--- config.mk ---
export PLATFORM = sky130hd
export DESIGN_NAME = seven_segment_number_multiplexer_top
export DESIGN_NICKNAME = d
export VERILOG_FILES = /design/src/rtl/core/ssm_pkg.sv /design/src/rtl/core/ssm_front.sv /design/src/rtl/core/ssm_queue.sv /design/src/rtl/core/ssm_back.sv /design/src/rtl/core/seven_segment_number_multiplexer_top.sv
export SDC_FILE = /design/constraint.sdc
export NUM_CORES = 1
export LEC_CHECK = 0
export ABC_AREA = 1
export BUFFER_PORTS_ARGS = -buffer_cell sky130_fd_sc_hd__buf_4
export CAP_MARGIN = 10
export CORE_ASPECT_RATIO = 1.5
export CORE_UTILIZATION = 45
export CTS_CLUSTER_SIZE = 12
export DETAILED_ROUTE_END_ITERATION = 7
export SYNTH_ARGS = -nofsm -noshare
export SYNTH_HDL_FRONTEND = slang
export SYNTH_SLANG_ARGS = --single-unit
--- constraint.sdc ---
create_clock -name clk -period 3.3 [get_ports clk]
set_clock_uncertainty 0.2 [all_clocks]
set_input_delay 0.66 -clock clk [delete_from_list [all_inputs] [get_ports clk]]
set_output_delay 0.66 -clock clk [all_outputs]
set_load 0.03 [all_outputs]
--- src/rtl/core/ssm_pkg.sv ---
`default_nettype none
// ----------------------------------------------------------------------------
// ssm_pkg
// Shared constants, types and the segment table of the seven-segment
// number multiplexer.
// ----------------------------------------------------------------------------
package ssm_pkg;

	localparam int unsigned REPEAT_MAX  = 15;
	localparam int unsigned REP_W       = $clog2(REPEAT_MAX + 1);
	localparam int unsigned VALUE_LIMIT = 9999;
	localparam int unsigned VALUE_W     = 16;
	localparam int unsigned BIN_W       = 14;
	localparam int unsigned BCD_W       = 16;
	localparam int unsigned NUM_DIGITS  = 4;
	localparam int unsigned DIG_W       = $clog2(NUM_DIGITS);

	typedef logic [7:0] seg_t;

	typedef struct packed {
		seg_t [NUM_DIGITS-1:0] pat;  // 0 ones, 1 hundreds, 2 tens, 3 thousands
		logic                  ovf;
		logic [REP_W-1:0]      reps;
	} entry_t;

	function automatic seg_t seg_of(input logic [3:0] d);
		seg_t s;
		unique case (d)
			4'd0:    s = 8'h3f;
			4'd1:    s = 8'h06;
			4'd2:    s = 8'h5b;
			4'd3:    s = 8'h4f;
			4'd4:    s = 8'h66;
			4'd5:    s = 8'h6d;
			4'd6:    s = 8'h7d;
			4'd7:    s = 8'h07;
			4'd8:    s = 8'h7f;
			4'd9:    s = 8'h6f;
			default: s = 8'h00;
		endcase
		return s;
	endfunction

endpackage
`default_nettype wire

--- src/rtl/core/ssm_front.sv ---
`default_nettype none
// ----------------------------------------------------------------------------
// ssm_front
// Accepts a transaction, saturates the value, converts it to four BCD
// digits one bit per cycle and builds the blanked segment patterns.
// ----------------------------------------------------------------------------
module ssm_front (
	input  wire logic                        clk,
	input  wire logic                        arst_n,
	input  wire logic                        push,
	output logic                             full,
	input  wire logic [ssm_pkg::VALUE_W-1:0] value,
	input  wire logic [3:0]                  repeat_count,
	output logic                             q_push,
	output ssm_pkg::entry_t                  q_data,
	input  wire logic                        q_full
);
	import ssm_pkg::*;

	typedef enum logic [1:0] {
		IDLE,
		CONV,
		SEND
	} state_t;

	state_t               state_q;
	logic [BIN_W-1:0]     bin_q;
	logic [BCD_W-1:0]     bcd_q;
	logic [3:0]           cnt_q;
	logic                 ovf_q;
	logic [REP_W-1:0]     reps_q;

	logic [BIN_W-1:0]     val_c;
	logic                 ovf_c;
	logic [REP_W-1:0]     reps_c;
	logic [BCD_W-1:0]     adj_c;
	logic [3:0]           th, hu, te, on;
	logic                 blank_th, blank_hu, blank_te;

	always_comb begin
		ovf_c = (32'(value) > VALUE_LIMIT);
		val_c = ovf_c ? BIN_W'(VALUE_LIMIT) : value[BIN_W-1:0];
		if (32'(repeat_count) > REPEAT_MAX) begin
			reps_c = REP_W'(REPEAT_MAX);
		end else begin
			reps_c = REP_W'(repeat_count);
		end
	end

	always_comb begin
		for (int i = 0; i < NUM_DIGITS; i++) begin
			adj_c[i*4 +: 4] = (bcd_q[i*4 +: 4] >= 4'd5) ? bcd_q[i*4 +: 4] + 4'd3
			                                            : bcd_q[i*4 +: 4];
		end
	end

	assign th = bcd_q[15:12];
	assign hu = bcd_q[11:8];
	assign te = bcd_q[7:4];
	assign on = bcd_q[3:0];

	assign blank_th = (th == 4'd0);
	assign blank_hu = blank_th && (hu == 4'd0);
	assign blank_te = blank_hu && (te == 4'd0);

	always_comb begin
		q_data.pat[0] = seg_of(on);
		q_data.pat[1] = blank_hu ? seg_t'(0) : seg_of(hu);
		q_data.pat[2] = blank_te ? seg_t'(0) : seg_of(te);
		q_data.pat[3] = blank_th ? seg_t'(0) : seg_of(th);
		q_data.ovf    = ovf_q;
		q_data.reps   = reps_q;
	end

	assign full   = (state_q != IDLE);
	assign q_push = (state_q == SEND) && !q_full;

	always_ff @(posedge clk or negedge arst_n) begin
		if (!arst_n) begin
			state_q <= IDLE;
			cnt_q   <= '0;
		end else begin
			unique case (state_q)
				IDLE: begin
					if (push && (reps_c != '0)) begin
						bin_q   <= val_c;
						bcd_q   <= '0;
						ovf_q   <= ovf_c;
						reps_q  <= reps_c;
						cnt_q   <= '0;
						state_q <= CONV;
					end
				end
				CONV: begin
					bcd_q <= {adj_c[BCD_W-2:0], bin_q[BIN_W-1]};
					bin_q <= {bin_q[BIN_W-2:0], 1'b0};
					cnt_q <= cnt_q + 4'd1;
					if (cnt_q == 4'(BIN_W - 1)) begin
						state_q <= SEND;
					end
				end
				SEND: begin
					if (!q_full) begin
						state_q <= IDLE;
					end
				end
				default: state_q <= IDLE;
			endcase
		end
	end

endmodule
`default_nettype wire

--- src/rtl/core/ssm_queue.sv ---
`default_nettype none
// ----------------------------------------------------------------------------
// ssm_queue
// Two-entry queue of converted items between the front and back parts.
// ----------------------------------------------------------------------------
module ssm_queue (
	input  wire logic            clk,
	input  wire logic            arst_n,
	input  wire logic            wr_en,
	input  wire ssm_pkg::entry_t wr_data,
	output logic                 full,
	input  wire logic            rd_en,
	output ssm_pkg::entry_t      rd_data,
	output logic                 empty
);
	import ssm_pkg::*;

	entry_t     mem_q [2];
	logic       wr_ptr_q;
	logic       rd_ptr_q;
	logic [1:0] count_q;
	logic       do_wr, do_rd;

	assign full    = (count_q == 2'd2);
	assign empty   = (count_q == 2'd0);
	assign do_wr   = wr_en && !full;
	assign do_rd   = rd_en && !empty;
	assign rd_data = mem_q[rd_ptr_q];

	always_ff @(posedge clk) begin
		if (do_wr) begin
			mem_q[wr_ptr_q] <= wr_data;
		end
	end

	always_ff @(posedge clk or negedge arst_n) begin
		if (!arst_n) begin
			wr_ptr_q <= 1'b0;
			rd_ptr_q <= 1'b0;
			count_q  <= '0;
		end else begin
			if (do_wr) begin
				wr_ptr_q <= !wr_ptr_q;
			end
			if (do_rd) begin
				rd_ptr_q <= !rd_ptr_q;
			end
			if (do_wr && !do_rd) begin
				count_q <= count_q + 2'd1;
			end else if (do_rd && !do_wr) begin
				count_q <= count_q - 2'd1;
			end
		end
	end

endmodule
`default_nettype wire

--- src/rtl/core/ssm_back.sv ---
`default_nettype none
// ----------------------------------------------------------------------------
// ssm_back
// Walks an item through its refresh passes into an output register read as
// a queue, one frame per cycle while that register is empty or popped.
// ----------------------------------------------------------------------------
module ssm_back (
	input  wire logic            clk,
	input  wire logic            arst_n,
	input  wire ssm_pkg::entry_t q_data,
	input  wire logic            q_empty,
	output logic                 q_pop,
	output logic                 empty,
	input  wire logic            pop,
	output logic [3:0]           digit_select,
	output logic [7:0]           segments,
	output logic [11:0]          shift_word,
	output logic                 overflow,
	output logic                 last
);
	import ssm_pkg::*;

	entry_t             ent_q;
	logic               busy_q;
	logic [REP_W-1:0]   rep_q;
	logic [DIG_W-1:0]   dig_q;
	logic               valid_q;
	logic               advance;
	logic               fin;

	assign advance = !valid_q || pop;
	assign q_pop   = advance && !busy_q && !q_empty;
	assign fin     = (rep_q == ent_q.reps - REP_W'(1)) && (dig_q == DIG_W'(NUM_DIGITS - 1));

	assign empty      = !valid_q;
	assign shift_word = {digit_select, segments};

	always_ff @(posedge clk or negedge arst_n) begin
		if (!arst_n) begin
			busy_q  <= 1'b0;
			valid_q <= 1'b0;
			rep_q   <= '0;
			dig_q   <= '0;
		end else if (advance) begin
			if (busy_q) begin
				valid_q      <= 1'b1;
				digit_select <= 4'(4'd1 << dig_q);
				segments     <= ent_q.pat[dig_q];
				overflow     <= ent_q.ovf;
				last         <= fin;
				dig_q        <= dig_q + DIG_W'(1);
				if (dig_q == DIG_W'(NUM_DIGITS - 1)) begin
					rep_q <= rep_q + REP_W'(1);
				end
				if (fin) begin
					busy_q <= 1'b0;
				end
			end else begin
				valid_q <= 1'b0;
				if (!q_empty) begin
					ent_q  <= q_data;
					busy_q <= 1'b1;
					rep_q  <= '0;
					dig_q  <= '0;
				end
			end
		end
	end

endmodule
`default_nettype wire

--- src/rtl/core/seven_segment_number_multiplexer_top.sv ---
`default_nettype none
// ----------------------------------------------------------------------------
// seven_segment_number_multiplexer_top
// Path: bit-serial BCD conversion in the front, then the queue and back
// stages; the front takes no new item until its current one is queued.
// Output: back emits one frame per cycle while its output is empty or
// popped, 4 * repeats frames per item, and reloads between items.
// Reset: asynchronous, clears all control state; no clearing pass.
// ----------------------------------------------------------------------------
module seven_segment_number_multiplexer_top (
	input  wire logic        clk,
	input  wire logic        arst_n,
	input  wire logic        push,
	output logic             full,
	input  wire logic [15:0] value,
	input  wire logic [3:0]  repeat_count,
	output logic             empty,
	input  wire logic        pop,
	output logic [3:0]       digit_select,
	output logic [7:0]       segments,
	output logic [11:0]      shift_word,
	output logic             overflow,
	output logic             last
);
	import ssm_pkg::*;

	entry_t f_data, b_data;
	logic   f_push, f_full;
	logic   b_pop, b_empty;

	ssm_front u_front (
		.clk          (clk),
		.arst_n       (arst_n),
		.push         (push),
		.full         (full),
		.value        (value),
		.repeat_count (repeat_count),
		.q_push       (f_push),
		.q_data       (f_data),
		.q_full       (f_full)
	);

	ssm_queue u_queue (
		.clk     (clk),
		.arst_n  (arst_n),
		.wr_en   (f_push),
		.wr_data (f_data),
		.full    (f_full),
		.rd_en   (b_pop),
		.rd_data (b_data),
		.empty   (b_empty)
	);

	ssm_back u_back (
		.clk          (clk),
		.arst_n       (arst_n),
		.q_data       (b_data),
		.q_empty      (b_empty),
		.q_pop        (b_pop),
		.empty        (empty),
		.pop          (pop),
		.digit_select (digit_select),
		.segments     (segments),
		.shift_word   (shift_word),
		.overflow     (overflow),
		.last         (last)
	);

endmodule
`default_nettype wire
# Word-level counts from Yosys, hierarchy flattened
# Memory sizes are Yosys's and may differ from the RTL's. A register that Yosys moved wholly into a read port is not among the register bits.
# Index checks and enable logic that the tools add are counted.
# Widths: inputs -> output; s select.
totals:
  register_bits: 67
  ram_bits: 74
  romBits: 448
  inputBits: 24
  out_inout_bits: 28
  word_cells: 126
  memories: 5
mem_list:
  columns: ["memory", "depth", "word_bits", "read_ports", "rd_ports_with_merged_regs", "write_ports", "line", "text"]
  rows:
  - ["(no name shown)", 16, 7, 1, 1, 0, "ssm_pkg.sv:28", "unique case (d)"]
  - ["(no name shown)", 16, 7, 1, 1, 0, "ssm_pkg.sv:28", null]
  - ["(no name shown)", 16, 7, 1, 1, 0, "ssm_pkg.sv:28", null]
  - ["(no name shown)", 16, 7, 1, 1, 0, "ssm_pkg.sv:28", null]
  - ["u_queue.mem_q", 2, 37, 1, 1, 1, "ssm_queue.sv:18", "entry_t mem_q [2];"]
op_classes:
  addsub: 10
  n_lt_le_gt_ge: 6
  eq_ne: 11
  n_shift: 1
  n_mux: 37
  bitwise_logic: 2
  n_reduce_logical: 37
op_table:
  columns: ["cell", "n"]
  rows:
  - ["$mux 4", 11]
  - ["$mux 8", 4]
  - ["$pmux 16 s2", 1]
  - ["$mux 14", 2]
  - ["$pmux 14 s2", 1]
  - ["$bmux 8 s2", 1]
  - ["$ge 4x3->1 const B", 4]
  - ["$gt 16x14->1 const B", 1]
  - ["$mux 16", 1]
  - ["$reduce_and 3->1", 5]
  - ["$mux 2", 7]
  - ["$add 4x2->4 const B", 3]
  - ["$logic_not 4->1", 3]
  - ["$logic_and 1x1->1", 11]
  - ["$add 4x1->4 const B", 2]
  - ["$logic_not 1->1", 8]
  - ["$pmux 4 s2", 1]
  - ["$eq 2x2->1 const B", 3]
  - ["$mux 1", 6]
  - ["$ne 2x2->1 const B", 3]
  - ["$pmux 2 s3", 1]
  - ["$reduce_bool 2->1", 3]
  - ["$add 2x1->2 const B", 2]
  - ["$eq 4x4->1", 1]
  - ["15 further kinds", 19]

# Logic depth before layout (Yosys ltp)
# Gate-level depths: netlist of run 1.
depth:
  ltp_word: 8
  depth_mapped: 17
  ltp_nobuf: 17

# By module
# A second synthesis of run 1 with hierarchy kept.
unflattened:
  cells_unflattened: 924
  area_unflattened_um2: 9467.8
modules_own_cells:
  columns: ["module", "instances", "cells_per_inst", "area_per_inst_um2", "seq_area_each_um2"]
  rows:
  - ["ssm_front", 1, 520, 4147.7, 1761.7]
  - ["ssm_queue", 1, 225, 2942.8, 2322.2]
  - ["ssm_back", 1, 179, 2377.3, 1731.7]

# Worst setup path before layout of run 1
# OpenSTA, ideal clock, no wires.
synth_timing:
  kind: "input port to flip-flop"
  start: "input port pop"
  end: "register u_back.ent_q[0] (netlist name) (enable)"
  setup_time_ps: 423
  arrival_ps: 2426
  setup_slack_ps: 251
  cell_stages: 4
  path_cell_list: "o21ai_0 nor2_1 inv_1 nor2_1"
synth_between:
  elab_chain_len: 2
synth_lines:
  columns: ["element", "line", "text"]
  rows:
  - ["start, declared", "seven_segment_number_multiplexer_top.sv:18", "input wire logic pop,"]
  - ["$logic_or 1x1->1", "ssm_back.sv:31", "assign advance = !valid_q || pop;"]
  - ["$reduce_and 4->1 (no line)", null, null]
  - ["end signal, assigned", "ssm_back.sv:61", "ent_q <= q_data;"]
  - ["end, declared", "ssm_back.sv:23", "entry_t ent_q;"]
# Every way passes these cells.
# A chain may end at the register's enable or synchronous reset.

==> flow_summary_export.csv, run 1 <==
group,metric,value,unit
timing,finalSetupViolCount,0,
yosys,ys_async_sr_fraction,0.0933,
timing,hold_violations,0,
cts,cts-hold-fix-buffers,0,
cts,root_buffer,"clkbuf_16",
yosys,syn_inst,855,
cts,numCtsBuffers,17,
yosys,ys_seq_area_frac,0.612,
floorplan,floorplan.initialDensity,0.461,
grt,first_global_vias,5336,
critical_path,crit_arrival,2.69,ns
cells_and_area,fin_nets,971,
critical_path,cpPeakStageDelay,0.45,ns
timing,slew_headroom,0.573,
critical_path,worstPathRequired,3.42,ns
critical_path,critPathKind,"flop to flop",
floorplan,dieHeight,174,um
placement,io_buffers,49,
detailed_routing,wl_per_cell,12.0,um
run,maxCapViolations,0,
yosys,ys_types,42,
cts,cts_tree,"yes",
grt,grt_max_degree,36,
timing,rsz0062_at_grt,"no",
grt,grt_antenna_before_repair,0,
power,power_density,896,nW/um2
grt,grt.total_usage,0.153,
floorplan,io_pins,52,
critical_path,slowest_stage,"edfxtp_1",
cts,cts_resized,0,
detailed_routing,detail_route.vias_per_cell,4.64,
detailed_routing,num_vias,5452,
cells_and_area,regArea,5430,um2
min_path,hold_class,"primary input to asynchronous set/reset pin",
cells_and_area,fin_util,0.525,
timing,fin_crit_sh,0.778,
cts,clock_sinks,193,
yosys,synth_edf_count,147,
cts,cts_setup_buffers,0,
timing,tns,0,ns
placement,hpwl,10200,um
timing,clock.fmax,389,MHz
detailed_routing,drt-pass1-iter-count,4,
yosys,yosysWarnings,0,
grt,grt_pass1_wl,23800,um
cells_and_area,area_delta_synth_final,13.9,%
power,finalPower,9.05,mW
cts,clk_pin_slew,0.07,ns
cts,htreeDepth,4,
cells_and_area,drive_gt1_frac,0.161,
cells_and_area,multiInputGateArea,2880,um2
yosys,syn-mean-instance-area,10.4,um2
critical_path,cpLargestDelayFamily,"simple AND/OR/NAND/NOR gates",
detailed_routing,drt_iter0_markers,185,
critical_path,crit_buf_inv,4,
timing,period_needed,2.57,ns
detailed_routing,detail-route-antenna-nets,0,
cells_and_area,layout_common_cells,"nand2_1 (271), edfxtp_1 (147), inv_1 (90), buf_4 (61), nor2_1 (54)",
cells_and_area,antenna_cells,0,
floorplan,rows,62,
placement,gp_congestion,0.787,
critical_path,cp_max_fo,6,
cells_and_area,fill_cells,1724,
timing,drv_slew,0,
floorplan,die_w,117,um
critical_path,cp-start-kind,"flop",
timing,tightest_slew,0.636,ns
floorplan,dieArea,20300,um2
yosys,synth_area,8860,um2
yosys,ys_seq_elements,193,
detailed_routing,routed_wl,14100,um
grt,grt.overflow.total,0,
status,outcome,"complete, no violations",
yosys,synth_ff_type,"edfxtp_1",
power,ir_drop,0.357,mV
floorplan,core-area,19200,um2
critical_path,ff2ff_setup_slack,0.73,ns
critical_path,crit_chain,"inv_1 -> ha_1 -> inv_1 -> nand2_1 -> nand3_2 -> inv_1 -> nor2_1 -> nand2_1 -> o21ai_1 -> inv_1 -> ha_1 -> nand3_1 -> nand2_1 -> nand2_1 -> nand2_1",
cts,worstSkewPairLatency,0.42,ns
critical_path,crit_path_end_kind,"flop",
cts,clockBufferDepth,2,
critical_path,crit_path_frequent_cell,"nand2_1",
power,leakage,4.46,nW
cells_and_area,final_common_cell,"nand2_1",
detailed_routing,drc,0,
## cell families after synthesis
kind of cell / synth area share
compound gates: 0.0426
xor+xnor: 0.0119
other cells: 0.000423
simple gates: 0.213
flops: 0.612
buf+inv: 0.0641
fa+ha+maj: 0.0565
## report_power, final
group | switching (mW) | leakage (nW) | internal (mW)
sequential | 0.260 | 1.80 | 3.44
clock | 0.848 | 0.308 | 1.31
combinational | 2.10 | 2.35 | 1.09
## metrics by stage
step / hold WS, ns / cell area [um2] / std cells / worst slack, ns
6_report: 0.0154 / 10100 / 1176 / 0.731
5_1_grt: 0.0275 / 10100 / 1176 / 0.539
4_1_cts: 0.0111 / 10100 / 1176 / 0.729
3_5_place_dp: 0.217 / 9460 / 1144 / 0.486
3_3_place_gp: 0.207 / 9460 / 1144 / 0.539
2_1_floorplan: 0.164 / 8870 / 856 / 0.251
## final cells by class
| cell class | instances | area share |
|---|---|---|
| Tap cell | 256 | 0.0317 |
| Sequential cell | 193 | 0.537 |
| Clock buffer | 20 | 0.0452 |
| Inverter | 100 | 0.0372 |
| Multi-Input combinational cell | 534 | 0.285 |
| Clock inverter | 12 | 0.0178 |
| Timing Repair Buffer | 61 | 0.0453 |
## Yosys cell counts, types with 3 or more instances
master    number  area share
buf_2          4      0.0023
nand3_2        4      0.0045
o21ai_0       22       0.012
nand4_1        3      0.0021
nand2_1      271        0.11
or2_2          8      0.0056
nand3b_1      13       0.011
a211oi_1       3      0.0025
inv_2          9      0.0038
ha_1          40       0.056
dfrtp_1       18       0.051
a22oi_1       11      0.0093
inv_1         90       0.038
a21oi_1        6      0.0034
nand2_2       16       0.011
xor2_1         5      0.0049
dfxtp_1       28       0.063
nand3_4        3      0.0059
xnor2_1        7      0.0069
nand2_4        7      0.0089
o22ai_1        8      0.0056
nor2_1        57       0.024
edfxtp_1     147        0.50
clkbuf_1       8      0.0034
nand3_1       32       0.018
buf_4         14       0.012
## final timing paths
path	end	cells past startpoint	from
setup reg to reg	flop	15	u_front.bcd_q[8]
max in group asynchronous	u_back.rep_q[1]	2	arst_n
hold reg to reg	u_queue.mem_q[0][8]	0	u_front.q_data[8]
setup / recovery	flop	15	u_front.bcd_q[8]
hold / removal	u_front.cnt_q[0]	2	arst_n
min in group clk	u_front.reps_q[3]	1	repeat_count[3]
## metal layers
layer	wire [um]	up-vias	GRT usage
met5	0	-	0
met4	378	0	0.0802
met3	321	19	0.0328
met2	7660	78	0.284
met1	5740	2476	0.157
li1	-	2879	-
Note: power is estimated with default switching activity, not from simulation.
==> inputs of run 2 (changes only) <==
Settings changed: ABC_AREA 1 to 0.
Clock period 3.3 ns to 2.6 ns, I/O delays scaled along.
==> flow_summary_export.csv, run 2 <==
group,metric,value,unit
status,outcome,"complete, no violations",
floorplan,core-area,18600,um2
cts,numCtsBuffers,17,
cts,clk_pin_slew,0.07,ns
placement,placedCellCount,946,
cells_and_area,final_cell_area,10100,um2
timing,slew_headroom,0.642,
yosys,ys_seq_area_frac,0.632,
power,ir_drop,0.484,mV
critical_path,cpPeakStageDelay,0.43,ns
critical_path,slowest_stage,"edfxtp_1",
cells_and_area,fill_cells,1581,
yosys,yosysWarnings,0,
yosys,synth_edf_count,147,
detailed_routing,detail-route-antenna-nets,0,
floorplan,floorplan.initialDensity,0.461,
floorplan,io_pins,52,
placement,place_area,9380,um2
timing,fin_crit_sh,0.953,
cts,cts_tree,"yes",
timing,tightest_slew,0.532,ns
floorplan,rows,61,
detailed_routing,routed_wl,14900,um
yosys,synth.largest_area_cell,"edfxtp_1",
detailed_routing,detail_route.vias_per_cell,5.07,
yosys,yosysMostFrequentCell,"edfxtp_1",
critical_path,r2r_cells,11,
critical_path,crit_cells,11,
yosys,synth_commonest_cells,"edfxtp_1 (147), ha_1 (40), mux2_2 (38), nor2_1 (38), o21ai_0 (38)",
detailed_routing,num_vias,4974,
power,power_density,1210,nW/um2
cts,clock_sinks,193,
floorplan,dieHeight,171,um
cells_and_area,layout_common_cells,"edfxtp_1 (147), buf_4 (86), ha_1 (39), o21ai_0 (38), mux2_2 (38)",
cts,worstSkewPairLatency,0.43,ns
timing,clock.fmax,404,MHz
detailed_routing,drt_iter0_markers,257,
yosys,synth_area_leaders,"edfxtp_1 (51%), dfxtp_1 (6.5%), ha_1 (5.8%), dfrtp_1 (5.3%), mux2_2 (5.0%)",
critical_path,critPathKind,"flop to flop",
cts,htreeDepth,4,
grt,grt.overflow.total,0,
min_path,hold_class,"primary input to flop",
power,leakage,3.82,nW
critical_path,worstPathRequired,2.75,ns
floorplan,dieArea,19600,um2
grt,first_global_vias,5054,
yosys,ys_types,59,
yosys,synth_top_area_frac,0.515,
grt,grt.total_usage,0.165,
cells_and_area,fin_nets,781,
timing,hold_violations,0,
timing,rsz0062_at_grt,"yes",
timing,finalSetupViolCount,0,
floorplan,die_w,115,um
timing,period_needed,2.48,ns
critical_path,crit_path_end_kind,"flop",
yosys,ys_seq_elements,193,
grt,grt_max_degree,35,
critical_path,crit_buf_inv,3,
yosys,syn_inst,641,
run,maxCapViolations,0,
cells_and_area,area_delta_synth_final,17.3,%
grt,grt_antenna_before_repair,0,
placement,hpwl,10600,um
yosys,synth_ff_type,"edfxtp_1",
critical_path,crit_arrival,2.62,ns
timing,finalHoldWorstSlack,0.0963,ns
grt,grt_pass1_wl,24600,um
yosys,syn-mean-instance-area,13.4,um2
cts,clockBufferDepth,2,
placement,gp_congestion,0.861,
cells_and_area,antenna_cells,0,
detailed_routing,wl_per_cell,15.2,um
yosys,ys_async_sr_fraction,0.0933,
critical_path,cp_max_fo,5,
critical_path,crit_chain,"inv_1 -> ha_1 -> nand2b_1 -> a21oi_2 -> xnor2_2 -> a22oi_1 -> buf_4 -> ha_1 -> inv_1 -> mux2_2 -> o21ai_0",
cells_and_area,final_cell_count_no_fill,982,
power,finalPower,12.2,mW
critical_path,cp-start-kind,"flop",
detailed_routing,drt-pass1-iter-count,4,
placement,io_buffers,49,
cells_and_area,drive_gt1_frac,0.256,
yosys,synth_area,8580,um2
cells_and_area,final_common_cell,"edfxtp_1",
critical_path,cpLargestDelayFamily,"compound AO/OA/AOI/OAI gates",
cts,root_buffer,"clkbuf_16",
timing,drv_slew,0,
detailed_routing,drc,0,
min_path,min_path_cells,1,
[run 2: logic make-up after synthesis]
group,count (synthesis),share of synthesized area
flip-flops,193,0.632
AND/OR/NAND/NOR,165,0.0971
AO/OA/AOI/OAI,101,0.0773
buffers and inverters,69,0.0375
multiplexers,52,0.0764
adder cells (fa/ha/maj),40,0.0583
XOR/XNOR,20,0.0204
other,1,0.000437
[run 2: report_power, final]
| part | total (mW) | leakage, nW | internal [mW] | switching, mW |
|---|---|---|---|---|
| Sequential | 4.79 | 1.80 | 4.37 | 0.421 |
| Clock | 2.67 | 0.283 | 1.53 | 1.14 |
| Combinational | 4.70 | 1.74 | 2.13 | 2.57 |
[run 2: area by class of cell]
type	instances	area, um2	share of cell area
clock buffers	18	429	0.0426
multi-input cells	380	2880	0.286
clock inverters	14	179	0.0178
inverters	36	138	0.0137
flip-flops and latches	193	5430	0.539
well taps	252	315	0.0313
repair buffers	89	696	0.0691
[run 2: per-stage QoR]
| step | utilization | setup WS [ns] | TNS, ns |
|---|---|---|---|
| 6_report | 0.540 | 0.123 | 0 |
| 5_1_grt | 0.540 | -0.0550 | -0.266 |
| 4_1_cts | 0.537 | 0.0000391 | 0 |
| 3_5_place_dp | 0.504 | -0.00925 | -0.00925 |
| 3_3_place_gp | 0.504 | 0.0530 | 0 |
| 2_1_floorplan | - | 0.0778 | 0 |
[run 2: timing repair]
action                     4_1_cts  5_1_grt
setup endpoints to repair        0       39
hold buffers                     1        0
hold endpoints to repair        18        0
gates resized for setup          0       11
setup buffers                    0        3
[run 2: worst paths after layout]
| kind | from | end | slack [ns] |
|---|---|---|---|
| worst min register to register | u_front.q_data[7] | u_queue.mem_q[1][7] | 0.23 |
| min in group asynchronous | arst_n | u_back.rep_q[3] | 0.47 |
| worst min-delay path | repeat_count[2] | u_front.reps_q[2] | 0.1 |
| worst max-delay path | u_front.bcd_q[8] | flop | 0.12 |
| max in group asynchronous | arst_n | u_queue.wr_ptr_q | 1.50 |
| worst max register to register | u_front.bcd_q[8] | flop | 0.12 |
[run 2: worst reg2reg max path: cells and delay by family (launching register included)]
| family | cells | cell delay, ns |
|---|---|---|
| multiplexers | 1 | 0.25 |
| flip-flops | 1 | 0.43 |
| XOR/XNOR | 1 | 0.11 |
| adder cells (fa/ha/maj) | 2 | 0.37 |
| AND/OR/NAND/NOR | 1 | 0.09 |
| buffers and inverters | 3 | 0.38 |
| AO/OA/AOI/OAI | 3 | 0.57 |
[run 2: metal layers]
layer  track usage  routed length (um)  up-vias  part of all wire
li1              -                   -     2446                 -
met1         0.179                5960     2419              0.40
met2         0.308                8200       94              0.55
met3        0.0404                 441       15             0.030
met4        0.0576                 269        0             0.018
met5             0                   0        -                 0
